===== config.mk =====
export PLATFORM = sky130hd
export DESIGN_NAME = recursive_mutex_fifo_handoff
export DESIGN_NICKNAME = d
export VERILOG_FILES = /design/src/design/rmfh_pkg.sv /design/src/design/rmfh_ctrl.sv /design/src/design/rmfh_dp.sv /design/src/design/recursive_mutex_fifo_handoff.sv
export SDC_FILE = /design/constraint.sdc
export NUM_CORES = 1
export LEC_CHECK = 0
export ABC_AREA = 1
export BUFFER_PORTS_ARGS = -buffer_cell sky130_fd_sc_hd__buf_2
export CORE_MARGIN = 8
export CORE_UTILIZATION = 57
export CTS_BUF_LIST = sky130_fd_sc_hd__clkbuf_2 sky130_fd_sc_hd__clkbuf_4 sky130_fd_sc_hd__clkbuf_8
export DETAILED_ROUTE_END_ITERATION = 8
export PLACE_DENSITY = 0.73
export RECOVER_POWER = 25
export SLEW_MARGIN = 20
export SYNTH_ARGS = -nofsm -noshare
export SYNTH_HDL_FRONTEND = slang
export SYNTH_SLANG_ARGS = --single-unit

===== constraint.sdc =====
create_clock -name aclk -period 2.5 [get_ports aclk]
set_input_delay 0.25 -clock aclk [delete_from_list [all_inputs] [get_ports aclk]]
set_output_delay 0.25 -clock aclk [all_outputs]
set_load 0.005 [all_outputs]

===== src/design/rmfh_pkg.sv =====
`default_nettype none
// ----------------------------------------------------------------------------
// rmfh_pkg
// Types, codes and sizes shared by the recursive mutex with FIFO hand-off.
// ----------------------------------------------------------------------------
package rmfh_pkg;

    localparam int QUEUE_DEPTH  = 16;
    localparam int TASK_ID_BITS = 8;
    localparam int QPTR_W       = (QUEUE_DEPTH > 1) ? $clog2(QUEUE_DEPTH) : 1;
    localparam int QCNT_W       = $clog2(QUEUE_DEPTH + 1);

    localparam logic [QPTR_W-1:0] QPTR_LAST  = QPTR_W'(QUEUE_DEPTH - 1);
    localparam logic [QCNT_W-1:0] QCNT_FULL  = QCNT_W'(QUEUE_DEPTH);
    localparam logic [7:0]        TASK_MASK  = 8'((1 << TASK_ID_BITS) - 1);
    localparam logic [7:0]        COUNT_MAX  = 8'd255;

    typedef enum logic [2:0] {
        ST_ACQUIRED   = 3'd0,
        ST_RECURSIVE  = 3'd1,
        ST_QUEUED     = 3'd2,
        ST_NOT_OWNER  = 3'd3,
        ST_STILL_HELD = 3'd4,
        ST_FREED      = 3'd5,
        ST_HANDED     = 3'd6,
        ST_OVERFLOW   = 3'd7
    } status_t;

    typedef enum logic {
        OP_LOCK   = 1'b0,
        OP_UNLOCK = 1'b1
    } op_t;

    typedef struct packed {
        logic       operation;
        logic [7:0] task_id;
        logic [2:0] task_core;
        logic [2:0] requester_core;
    } in_item_t;

    typedef struct packed {
        status_t    status;
        logic       lock_held;
        logic [7:0] owner_id;
        logic [7:0] hold_count;
        logic       wake_valid;
        logic [2:0] wake_core;
        logic       wake_local;
    } out_item_t;

    // one waiter in the queue memory
    typedef struct packed {
        logic [7:0] task_id;
        logic [2:0] core;
    } waiter_t;

    typedef struct packed {
        logic capture;
        logic commit;
    } dp_cmd_t;

    typedef struct packed {
        logic out_free;
    } dp_stat_t;

    function automatic logic [QPTR_W-1:0] next_slot(input logic [QPTR_W-1:0] p);
        logic [QPTR_W-1:0] n;
        if (p == QPTR_LAST) begin
            n = '0;
        end else begin
            n = p + QPTR_W'(1);
        end
        return n;
    endfunction

endpackage : rmfh_pkg
`default_nettype wire


===== src/design/rmfh_ctrl.sv =====
`default_nettype none
// ----------------------------------------------------------------------------
// rmfh_ctrl
// Two-state sequencer: capture a request, then commit it once the output
// register can take the result.
// ----------------------------------------------------------------------------
module rmfh_ctrl (
    input  wire logic              aclk,
    input  wire logic              aresetn,
    input  wire logic              s_valid,
    output logic                   s_ready,
    input  wire rmfh_pkg::dp_stat_t dp_stat,
    output rmfh_pkg::dp_cmd_t      dp_cmd
);
    import rmfh_pkg::*;

    typedef enum logic [1:0] {
        S_IDLE = 2'b01,
        S_EXEC = 2'b10
    } state_t;

    state_t state_reg, state_next;

    always_comb begin
        state_next     = state_reg;
        dp_cmd.capture = 1'b0;
        dp_cmd.commit  = 1'b0;
        s_ready        = 1'b0;
        unique case (state_reg)
            S_IDLE: begin
                s_ready = 1'b1;
                if (s_valid) begin
                    dp_cmd.capture = 1'b1;
                    state_next     = S_EXEC;
                end
            end
            S_EXEC: begin
                if (dp_stat.out_free) begin
                    dp_cmd.commit = 1'b1;
                    state_next    = S_IDLE;
                end
            end
            default: begin
                state_next = S_IDLE;
            end
        endcase
    end

    always_ff @(posedge aclk) begin
        if (!aresetn) begin
            state_reg <= S_IDLE;
        end else begin
            state_reg <= state_next;
        end
    end

endmodule : rmfh_ctrl
`default_nettype wire


===== src/design/rmfh_dp.sv =====
`default_nettype none
// ----------------------------------------------------------------------------
// rmfh_dp
// Lock state, waiter queue memory, decision logic and output register.
// ----------------------------------------------------------------------------
module rmfh_dp (
    input  wire logic              aclk,
    input  wire logic              aresetn,
    input  wire rmfh_pkg::in_item_t s_payload,
    output logic                   m_valid,
    input  wire logic              m_ready,
    output rmfh_pkg::out_item_t    m_payload,
    input  wire rmfh_pkg::dp_cmd_t dp_cmd,
    output rmfh_pkg::dp_stat_t     dp_stat
);
    import rmfh_pkg::*;

    waiter_t mem [QUEUE_DEPTH];

    in_item_t          in_reg;
    waiter_t           head_reg;
    out_item_t         out_reg, out_next;
    logic              out_valid_reg;

    logic              owner_valid_reg, owner_valid_next;
    logic [7:0]        owner_task_reg, owner_task_next;
    logic [7:0]        count_reg, count_next;
    logic [QPTR_W-1:0] qhead_reg, qhead_next;
    logic [QPTR_W-1:0] qtail_reg, qtail_next;
    logic [QCNT_W-1:0] qcount_reg, qcount_next;
    logic              push;

    logic [7:0]        tid;
    status_t           status;
    logic              wake_valid;
    logic [2:0]        wake_core;
    logic              wake_local;

    assign tid              = in_reg.task_id & TASK_MASK;
    assign dp_stat.out_free = !out_valid_reg || m_ready;
    assign m_valid          = out_valid_reg;
    assign m_payload        = out_reg;

    always_comb begin
        owner_valid_next = owner_valid_reg;
        owner_task_next  = owner_task_reg;
        count_next       = count_reg;
        qhead_next       = qhead_reg;
        qtail_next       = qtail_reg;
        qcount_next      = qcount_reg;
        push             = 1'b0;
        wake_valid       = 1'b0;
        wake_core        = '0;
        wake_local       = 1'b0;
        status           = ST_NOT_OWNER;
        if (in_reg.operation == OP_LOCK) begin
            priority if (!owner_valid_reg) begin
                owner_valid_next = 1'b1;
                owner_task_next  = tid;
                count_next       = 8'd1;
                status           = ST_ACQUIRED;
            end else if (owner_task_reg == tid) begin
                if (count_reg >= COUNT_MAX) begin
                    status = ST_OVERFLOW;
                end else begin
                    count_next = count_reg + 8'd1;
                    status     = ST_RECURSIVE;
                end
            end else if (qcount_reg >= QCNT_FULL) begin
                status = ST_OVERFLOW;
            end else begin
                push        = 1'b1;
                qtail_next  = next_slot(qtail_reg);
                qcount_next = qcount_reg + QCNT_W'(1);
                status      = ST_QUEUED;
            end
        end else begin
            priority if (!owner_valid_reg || owner_task_reg != tid) begin
                status = ST_NOT_OWNER;
            end else if (count_reg > 8'd1) begin
                count_next = count_reg - 8'd1;
                status     = ST_STILL_HELD;
            end else if (qcount_reg == '0) begin
                owner_valid_next = 1'b0;
                owner_task_next  = '0;
                count_next       = '0;
                status           = ST_FREED;
            end else begin
                // hand the lock to the oldest waiter
                owner_task_next = head_reg.task_id;
                wake_core       = head_reg.core;
                qhead_next      = next_slot(qhead_reg);
                qcount_next     = qcount_reg - QCNT_W'(1);
                count_next      = 8'd1;
                wake_valid      = 1'b1;
                wake_local      = (head_reg.core == in_reg.requester_core);
                status          = ST_HANDED;
            end
        end

        out_next.status     = status;
        out_next.lock_held  = owner_valid_next;
        out_next.owner_id   = owner_valid_next ? owner_task_next : 8'd0;
        out_next.hold_count = owner_valid_next ? count_next : 8'd0;
        out_next.wake_valid = wake_valid;
        out_next.wake_core  = wake_core;
        out_next.wake_local = wake_local;
    end

    // queue memory: read head on capture, write tail on commit
    always_ff @(posedge aclk) begin
        if (dp_cmd.capture) begin
            head_reg <= mem[qhead_reg];
        end
        if (dp_cmd.commit && push) begin
            mem[qtail_reg] <= '{task_id: tid, core: in_reg.task_core};
        end
    end

    always_ff @(posedge aclk) begin
        if (dp_cmd.capture) begin
            in_reg <= s_payload;
        end
        if (dp_cmd.commit) begin
            out_reg <= out_next;
        end
    end

    always_ff @(posedge aclk) begin
        if (!aresetn) begin
            owner_valid_reg <= 1'b0;
            owner_task_reg  <= '0;
            count_reg       <= '0;
            qhead_reg       <= '0;
            qtail_reg       <= '0;
            qcount_reg      <= '0;
            out_valid_reg   <= 1'b0;
        end else begin
            if (dp_cmd.commit) begin
                owner_valid_reg <= owner_valid_next;
                owner_task_reg  <= owner_task_next;
                count_reg       <= count_next;
                qhead_reg       <= qhead_next;
                qtail_reg       <= qtail_next;
                qcount_reg      <= qcount_next;
                out_valid_reg   <= 1'b1;
            end else if (m_ready) begin
                out_valid_reg <= 1'b0;
            end
        end
    end

endmodule : rmfh_dp
`default_nettype wire


===== src/design/recursive_mutex_fifo_handoff.sv =====
`default_nettype none
// ----------------------------------------------------------------------------
// recursive_mutex_fifo_handoff
// Recursive hardware lock with a FIFO wait queue and hand-off on release.
//
//   channel  ports                        carries
//   s_       s_valid s_ready s_payload    lock / unlock request
//   m_       m_valid m_ready m_payload    one result per request
//
// A request is first captured and the queue head read from the waiter
// memory; then the block decides and updates the lock state.
// The result sits in an output register; the next request is captured
// while it waits, and its commit waits until that register is taken.
// Synchronous active-low reset clears the lock and queue pointers; the
// waiter memory needs no clearing pass.
// ----------------------------------------------------------------------------
module recursive_mutex_fifo_handoff (
    input  wire logic              aclk,
    input  wire logic              aresetn,
    input  wire logic              s_valid,
    output logic                   s_ready,
    input  wire rmfh_pkg::in_item_t s_payload,
    output logic                   m_valid,
    input  wire logic              m_ready,
    output rmfh_pkg::out_item_t    m_payload
);
    import rmfh_pkg::*;

    dp_cmd_t  dp_cmd;
    dp_stat_t dp_stat;

    rmfh_ctrl u_ctrl (
        .aclk    (aclk),
        .aresetn (aresetn),
        .s_valid (s_valid),
        .s_ready (s_ready),
        .dp_stat (dp_stat),
        .dp_cmd  (dp_cmd)
    );

    rmfh_dp u_dp (
        .aclk      (aclk),
        .aresetn   (aresetn),
        .s_payload (s_payload),
        .m_valid   (m_valid),
        .m_ready   (m_ready),
        .m_payload (m_payload),
        .dp_cmd    (dp_cmd),
        .dp_stat   (dp_stat)
    );

endmodule : recursive_mutex_fifo_handoff
`default_nettype wire


After elaboration in Yosys (flattened, before gate mapping)
Memory sizes are Yosys's and may differ from the RTL's. A register that Yosys moved wholly into a read port is not among the register bits.
Cells that the tools add are included.
Widths: inputs -> output; s select.
{ "totals": {"register_bits": 73, "mem_bits_rw": 176, "inputBits": 19, "out_inout_bits": 27, "word_cells": 113, "memories": 1} }
{ "op_classes": {"n_addsub": 6, "magnitude_cmp": 3, "n_eq_ne": 14, "muxes": 50, "bitwise_logic": 6, "n_reduce_logical": 14} }
{ "memory_table": {"columns": ["memory", "words", "width", "rd", "rd_clocked_by_memory_dff", "wr", "line_no", "text"], "rows": [
  ["u_dp.mem", 16, 11, 1, 1, 1, "rmfh_dp.sv:18", "waiter_t mem [QUEUE_DEPTH];"]
]} }
{ "ops": {"columns": ["op", "count"], "rows": [
  ["$mux 8", 11],
  ["$mux 5", 7],
  ["$mux 3", 7],
  ["$mux 1", 19],
  ["$ne 2x2->1 const B", 5],
  ["$reduce_and 5->1", 2],
  ["$add 4x1->4 const B", 2],
  ["$add 8x1->8 const B", 1],
  ["$eq 4x4->1 const B", 2],
  ["$eq 8x8->1", 1],
  ["$ge 8x8->1 const B", 1],
  ["$gt 8x1->1 const B", 1],
  ["$mux 4", 2],
  ["$ne 8x8->1", 1],
  ["$sub 8x1->8 const B", 1],
  ["$reduce_and 7->1", 1],
  ["$mux 2", 3],
  ["$not 1->1", 6],
  ["$add 5x1->5 const B", 1],
  ["$ge 5x5->1 const B", 1],
  ["$logic_not 5->1", 1],
  ["$sub 5x1->5 const B", 1],
  ["$ne 2x1->1 const B", 2],
  ["$pmux 2 s2", 1],
  ["10 further kinds", 13]
]} }

Logic depth before layout (Yosys ltp)
Gate-level depths: netlist of the first run.
{ "logic_depth": {"word_depth": 8, "mapped_depth": 15, "depth_no_buf": 14} }

Modules after synthesis
Synthesis of the first run repeated with hierarchy kept, for this count alone.
{ "hier_totals": {"hier_cells": 1091, "area_unflattened_um2": 11713.7} }
{ "modules_own_cells": {"columns": ["mod", "n_inst", "cells_each", "area_each_um2", "seq_area_each_um2"], "rows": [
  ["rmfh_dp", 1, 1076, 11611.1, 7437.1],
  ["rmfh_ctrl", 1, 15, 102.6, 40.0]
]} }

Least setup slack after synthesis of the first run
No wires, ideal clock.
{ "synth_path": {"path_kind": "register to register", "startpoint": "register u_dp.in_reg (netlist bit u_dp.tid[4])", "endpoint": "memory u_dp.mem[3][0] (netlist bit) (enable)", "setup_time_ps": 393, "t_arrival_ps": 2237, "required_ps": 2107, "setup_slack_ps": -130, "stages_incl_launch_ff": 13, "n_path_buf": 1, "synth_period_minus_slack_ps": 2630, "cell_sequence": "edfxtp_1 inv_1 nand2_1 nand2_1 clkinv_1 nand2_2 nor2_4 nand2_4 buf_6 nand4_4 nor2_1 inv_1 nor3_1"} }
{ "synth_via": {"elab_chain_len": 7} }
{ "synth_rtl": {"columns": ["element", "line_no", "text"], "rows": [
  ["start, declared", "rmfh_dp.sv:20", "in_item_t in_reg;"],
  ["start signal, assigned", "rmfh_dp.sv:122", "in_reg <= s_payload;"],
  ["$eq 8x8->1", "rmfh_dp.sv:62", "end else if (owner_task_reg == tid) begin"],
  ["$mux 1", "rmfh_dp.sv:62", null],
  ["$mux 1", "rmfh_dp.sv:57", "priority if (!owner_valid_reg) begin"],
  ["$mux 1", "rmfh_dp.sv:56", "if (in_reg.operation == OP_LOCK) begin"],
  ["$logic_and 1x1->1", "rmfh_dp.sv:115", "if (dp_cmd.commit && push) begin"],
  ["$mux 1", "rmfh_dp.sv:115", null],
  ["$mux 1 (not written as such)", "rmfh_dp.sv:116", "mem[qtail_reg] <= '{task_id: tid, core: in_reg.task_core};"],
  ["end, declared", "rmfh_dp.sv:18", null]
]} }
No other way between the ends.

==> results.md, run 1 <==
* Number of cells produced by synthesis at 1078
* Clock sink count at 260
* Clock H-tree levels at 2
* CTS tree: done
* Average size of a mapped cell at 10.8 um2
* Total CTS buffers at 43
* Slew Limit Fails at 0
* Hold depth at 3
* Hold endpoint: u_dp.qcount_reg[2]$_SDFFE_PN0P_
* Number of warnings reported in the yosys synthesis log at 0
* Register-to-Register Path Depth at 10
* Share of the cycle needed by the critical path after routing at 89.3%
* Aggregate routed wire length at 27300 um
* I/O pin total at 46
* Post-synthesis instance area at 11600 um2
* Length of routed wiring on met1 at 11900 um
* Vias at 8199
* Flop2flop setup slack at 270 ps
* Slew headroom at 41.3%
* RSZ-0062 raised after global routing: false
* Share of layout cells above drive strength 1 at 16.2%
* Wire length of the first global-routing pass at 43300 um
* Number of standard cells in the final layout excluding fillers at 1480
* Nature of the critical path endpoint: register
* Launch point of the critical path: u_dp.tid[6]$_DFFE_PP_
* Placed Cells incl. Taps at 1387
* Clock skew after layout at 29.0 ps
* Timing-limited maximum frequency at 448 MHz
* Setup CP Type: reg -> reg
* # Post-CTS Setup Buffers at 0
* Worst Slack Setup Final at 268 ps
* Routed wirelength normalized by instance count at 18.4 um
* Length of the first detailed-routing pass in iterations at 5
* Worst IR drop on VDD at 0.748 mV
* Worst hold slack across all endpoints at 19.6 ps
* Fillcell total at 1576
* Routed Antenna Nets at 0
* Die Area at 25200 um2
* Via density per instance at 5.54
* Worst-Skew Late Latency at 550 ps
* Leakage power at 0.00493 uW
* Largest net degree at the start of global routing at 93
* MaxCap Viol Count at 0
* # DRC at 0
* HPWL Detailed at 17500 um
* Startpoint of the lowest-slack register-to-register path: u_dp.tid[6]$_DFFE_PP_
* Largest incremental delay on the critical path at 370 ps
* Final number of hold-violating endpoints at 0
* Syn Nets at 1109
* Uppermost layer routed: met4
* Setup crit start kind: register
* Row Count at 52
* Number of antenna violations at the first check in global routing at 0
* # port buffers at 45
* Net total in the final layout at 1209
* Setup violators final at 0
* Initial Utilization at 57.8%
* Utilization after layout at 66.1%
* Via count of the first global-routing pass at 7904
* Worst flop-to-flop path endpoint: u_dp.m_payload[13]$_SDFFCE_PN0P_
* Clock transition at the register clock pins on the worst setup and hold paths after CTS at 60 ps
* Fraction of the yosys area taken by sequential cells at 64.3%
* Cell-by-cell trace of the critical path: buf_4, xnor2_1, nand2_1, nor2_4, nand2_4, buf_4, nand2_1, nand3_4, inv_4, a21oi_1
* Transition time at the pin with the least slew margin at 881 ps
* Cell family contributing the most delay on the critical path: buffers and inverters
* Number of buffer and inverter instances along the worst setup path at 3
* Clk root buf: clkbuf_8
* Result of the run: finished clean
* Flops & latches, synth at 260
* Critical-path maximum fanout at 16
* First-iteration detailed-routing DRC count at 643
* Core region area at 20100 um2
* Total Negative Setup Slacks at 0 ps
* Total track usage at 21.4%
* Global route total overflow at 0
* WP data required at 2760 ps
* Final antenna diode count at 0
* Floorplan die width at 159 um
* Largest register FFs at 176
* Detailed route wirelength on metal2 at 12700 um
* Count of cell types in the netlist at 42
* Setup slack at placement at 175 ps
* Crit path arrival time at 2500 ps
* Maximum clock insertion buffer count at 3
* Vert. Die Dim at 159 um
* Pwr/cell area at 656 nW/um2
* CP max stage cell: edfxtp_1
* Routed wire length on met3 at 2100 um
* Area added between synthesis and finish at 14.4%
* Min cycle time layout at 2230 ps
* Critical hold path startpoint: aresetn
* Final GP Congestion at 0.930
* Path category of the worst min-delay check: in -> reg
kinds of logic after synthesis:
| logic type | share of synthesized area [%] |
|---|---|
| flip-flops | 64.3 |
| adder cells (fa/ha/maj) | 1.36 |
| XOR/XNOR | 1.51 |
| AO/OA/AOI/OAI | 9.58 |
| buffers and inverters | 4.89 |
| AND/OR/NAND/NOR | 16.9 |
| multiplexers | 1.46 |
power breakdown:
group          total (uW)  internal [uW]  switching [uW]
clock                3540           1920            1620
sequential           4820           4770            50.2
combinational         357            116             241
total                8720           6800            1910
worst max-delay path by stage:
| stage | to | slack [ps] | depth (start not counted) |
|---|---|---|---|
| after CTS | u_dp.m_payload[13]$_SDFFCE_PN0P_ | 160 | 13 |
| after global routing | u_dp.m_payload[13]$_SDFFCE_PN0P_ | 100 | 13 |
| after detailed placement | u_dp.m_payload[13]$_SDFFCE_PN0P_ | 180 | 13 |
| final | u_dp.m_payload[13]$_SDFFCE_PN0P_ | 270 | 10 |
| after global placement | u_dp.m_payload[13]$_SDFFCE_PN0P_ | 240 | 13 |
| after floorplan | u_dp.mem[10][0]$_DFFE_PP_ | 130 | 12 |
through the flow:
stage / power, uW / cell area, um2
2_1_floorplan: 5110 / 11600
3_3_place_gp: 5240 / 12300
3_5_place_dp: 5240 / 12300
4_1_cts: 8770 / 13300
5_1_grt: 9010 / 13300
6_report: 8720 / 13300
metal layers:
| metal | vias up | track usage, % |
|---|---|---|
| met4 | 0 | 7.10 |
| met1 | 3874 | 28.2 |
| met3 | 43 | 4.63 |
| met5 | - | 0 |
| met2 | 311 | 34.7 |
| li1 | 3971 | - |
Yosys cell counts, drive strengths merged:
| library cell | instances | area (um2) |
|---|---|---|
| nand4 | 9 | 71.3 |
| nand2 | 217 | 827 |
| buf | 25 | 149 |
| xnor2 | 7 | 61.3 |
| o32ai | 27 | 236 |
| edfxtp | 227 | 6820 |
| ha | 11 | 138 |
| o21bai | 1 | 7.51 |
| inv | 78 | 295 |
| clkinv | 2 | 7.51 |
| nand3 | 70 | 375 |
| a21boi | 1 | 7.51 |
| fa | 1 | 20.0 |
| xor2 | 13 | 114 |
| o21ai | 62 | 314 |
| o211ai | 6 | 45.0 |
| nor2 | 155 | 646 |
| dfxtp | 33 | 661 |
| mux2i | 17 | 170 |
| nor4 | 1 | 6.26 |
| or2 | 2 | 12.5 |
| clkbuf | 31 | 116 |
| a21oi | 61 | 354 |
| nor3 | 4 | 20.0 |
| o221ai | 17 | 149 |
final cells by class:
type	count	area (um2)	area share, %
Clock buffer	56	696	5.23
Clock inverter	21	120	0.903
Inverter	80	303	2.28
Multi-Input combinational cell	682	3590	27.0
Sequential cell	260	7480	56.3
Tap cell	270	338	2.54
Timing Repair Buffer	111	773	5.81
tightest hold or removal path: cells and delay by family:
| family | cells | cell delay (ps) |
|---|---|---|
| simple gates | 2 | 110 |
| buf+inv | 1 | 150 |
placed cells by master, fill, tap and decap left out, types with 11 or more instances in the layout:
cell,Yosys,layout
edfxtp_1,227,227
nand2_1,214,214
nor2_1,145,144
nand3_1,68,68
inv_1,67,67
o21ai_0,60,60
a21oi_1,50,50
clkbuf_8,0,44
buf_4,1,42
buf_2,14,40
dfxtp_1,33,30
o32ai_1,27,27
mux2i_1,17,17
o221ai_1,17,17
dlygate4sd3_1,0,16
clkinv_1,2,15
xor2_1,13,13
clkbuf_4,0,12
ha_1,11,11
repair_timing:
| action | CTS | global route |
|---|---|---|
| gates resized for setup | 0 | 1 |
| endpoints found under the hold margin | 16 | 0 |
| hold buffers | 16 | 0 |
| setup endpoints to repair | 0 | 1 |
Note: power is estimated with default switching activity, not from simulation.
==> run 2: changes to the inputs <==
- CAP_MARGIN: not set -> 20
- CORE_MARGIN: 8 -> not set
==> run 2 against run 1 <==
  * Setup slack got worse by 68 ps
  * Clock power is 3% higher
  * Non-clock buffer count fell by 3
  * Sequential share of layout area is 0.060 points higher
  * Global-route usage rose by 5.7 points
  * Cell count decreased by 0.54%
  * Flip-flop and latch count is the same
  * Clock-buffer cell count is 2 higher
  * Sequential power about the same
  * Via count up 1.5%
  * Die area down 17%
  * Worst hold slack better by 24 ps
==> results.md, run 2 (synthesis gave the netlist of run 1 again) <==
* Final GP Congestion at 0.913
* Die Area at 21000 um2
* Leakage power at 0.00491 uW
* Vert. Die Dim at 145 um
* Path category of the worst min-delay check: in -> reg
* Footprint of the flip-flops and latches at 7480 um2
* Result of the run: finished clean
* Largest net degree at the start of global routing at 74
* Initial Utilization at 58.9%
* Total track usage at 27.1%
* Post-CTS sizing at 0
* Setup crit start kind: register
* Total CTS buffers at 42
* Clock skew after layout at 17.0 ps
* CTS tree: done
* MaxCap Viol Count at 0
* Power dissipated by switching net loads at 1970 uW
* Setup violators final at 0
* Timing-limited maximum frequency at 435 MHz
* Setup CP Type: reg -> reg
* First-iteration detailed-routing DRC count at 954
* Startpoint of the lowest-slack register-to-register path: u_dp.count_reg[0]$_SDFFE_PN0P_
* Routed wire length on met3 at 2230 um
* Worst flop-to-flop path endpoint: u_dp.m_payload[15]$_SDFFCE_PN0P_
* Routed wirelength normalized by instance count at 18.6 um
* I/O pin total at 46
* Worst-Skew Late Latency at 560 ps
* Floorplan die width at 145 um
* Global route total overflow at 0
* Area added between synthesis and finish at 14.3%
* Crit path arrival time at 2690 ps
* Clock transition at the register clock pins on the worst setup and hold paths after CTS at 60 ps
* Critical-path maximum fanout at 11
* Endpoint of the worst setup timing path: u_dp.m_payload[15]$_SDFFCE_PN0P_
* Clk root buf: clkbuf_8
* Net total in the final layout at 1205
* Total Negative Setup Slacks at 0 ps
* Internal Dissipation at 6830 uW
* Routed Antenna Nets at 0
* Row Count at 51
* Flop2flop setup slack at 200 ps
* Wire length of the first global-routing pass at 41600 um
* Share of the cycle needed by the critical path after routing at 92.0%
* Vias at 8324
* # port buffers at 45
* WP data required at 2890 ps
* Transition time at the pin with the least slew margin at 968 ps
* Final number of hold-violating endpoints at 0
* Seq pwr share at 54.7%
* Length of the first detailed-routing pass in iterations at 7
* HPWL Detailed at 17300 um
* Core region area at 19700 um2
* Post-route total power at 8800 uW
* Share of layout cells above drive strength 1 at 16.2%
* Via density per instance at 5.65
* Register-to-Register Path Depth at 13
* Highest-count cells in the layout ignoring fill and taps: 227 x edfxtp_1, 214 x nand2_1, 144 x nor2_1, 68 x nand3_1, 67 x inv_1
* Pwr/cell area at 662 nW/um2
* Fillcell total at 1509
* Switching portion of total power at 22.3%
* Slew headroom at 35.5%
* Clock sink count at 260
* Combinational Power Share at 4.0%
* Uppermost layer routed: met4
* Detailed route wirelength on metal2 at 12500 um
* Worst hold slack across all endpoints at 43.5 ps
* Clock H-tree levels at 2
* # DRC at 0
* Aggregate routed wire length at 27400 um
* Via count of the first global-routing pass at 7611
* Length of routed wiring on met1 at 12000 um
* Min cycle time layout at 2300 ps
* Final antenna diode count at 0
* Clock Power Share at 41.2%
* Worst IR drop on VDD at 0.583 mV
* Largest register FFs at 176
* Slew Limit Fails at 0
* RSZ-0062 raised after global routing: false
* Nature of the critical path endpoint: register
* Maximum clock insertion buffer count at 3
* Most common library cell in the layout ignoring fill and taps: edfxtp_1
* Area taken by multi-input logic gates at 3590 um2
* Number of antenna violations at the first check in global routing at 0
* Launch point of the critical path: u_dp.count_reg[0]$_SDFFE_PN0P_
[run 2: cell count changes in the layout (fill, tap and decap cells not counted)]
cell,previous run,this run
buf_2,40,41
clkinv_8,0,1
dfxtp_1,30,31
clkbuf_4,12,15
clkinv_1,15,11
dfxtp_2,3,2
clkbuf_8,44,43
clkinvlp_4,1,2
buf_4,42,37
clkbuf_1,10,11
inv_6,1,0
inv_8,0,1
[run 2: timing repair]
item                                   4_1_cts  5_1_grt
setup endpoints to repair                    0        0
endpoints found under the hold margin       16        0
hold buffers                                16        0
buffers inserted                             0        0
[run 2: worst min-delay path by stage]
stage	cells after the start	to	slack (ps)	start
after floorplan	0	u_dp.in_reg[0]$_DFFE_PP_	350	s_payload[0]
after CTS	3	u_dp.qcount_reg[3]$_SDFFE_PN0P_	20	aresetn
final	3	u_dp.qcount_reg[3]$_SDFFE_PN0P_	40	aresetn
after global placement	1	u_dp.in_reg[14]$_DFFE_PP_	430	s_payload[14]
after detailed placement	1	u_dp.in_reg[3]$_DFFE_PP_	430	s_payload[3]
after global routing	3	u_dp.qcount_reg[3]$_SDFFE_PN0P_	20	aresetn
[run 2: through the flow]
step	std cells	worst slack [ps]	area, um2	utilization (%)
3_5_place_dp	1379	285	12300	62.5
6_report	1472	200	13300	67.4
5_1_grt	1472	58.4	13300	67.4
2_1_floorplan	1078	128	11600	-
3_3_place_gp	1379	366	12300	62.5
4_1_cts	1472	234	13300	67.5
[run 2: layout make-up]
| class | instances | share of cell area, % |
|---|---|---|
| Sequential cell | 260 | 56.3 |
| Multi-Input combinational cell | 682 | 27.0 |
| Timing Repair Buffer | 108 | 5.61 |
| Clock buffer | 58 | 5.30 |
| Tap cell | 265 | 2.50 |
| Inverter | 80 | 2.28 |
| Clock inverter | 19 | 0.989 |
[run 2: power groups by stage]
stage                     clock network (uW)  logic, uW  registers (uW)
final                                   3630        353            4820
after global routing                    3860        388            4820
after CTS                               3660        356            4820
after detailed placement                   0        335            4910
after global placement                     0        332            4900
after floorplan                            0        210            4900
[run 2: critical path, cell delays in order (launching register included)]
cell	delay (ps)
dfxtp_1	430
inv_1	160
ha_1	280
or2_2	310
nand2_1	110
nor2_4	80
inv_2	70
buf_4	180
nand2_1	60
nand2_1	60
nand2_1	60
nand2_1	90
nand2_1	70
a21oi_1	200
[run 2: metal layers]
layer / up-vias / track usage (%)
met2: 369 / 42.0
met3: 60 / 4.38
met1: 3936 / 38.8
li1: 3959 / -
met5: - / 0
met4: 0 / 9.58
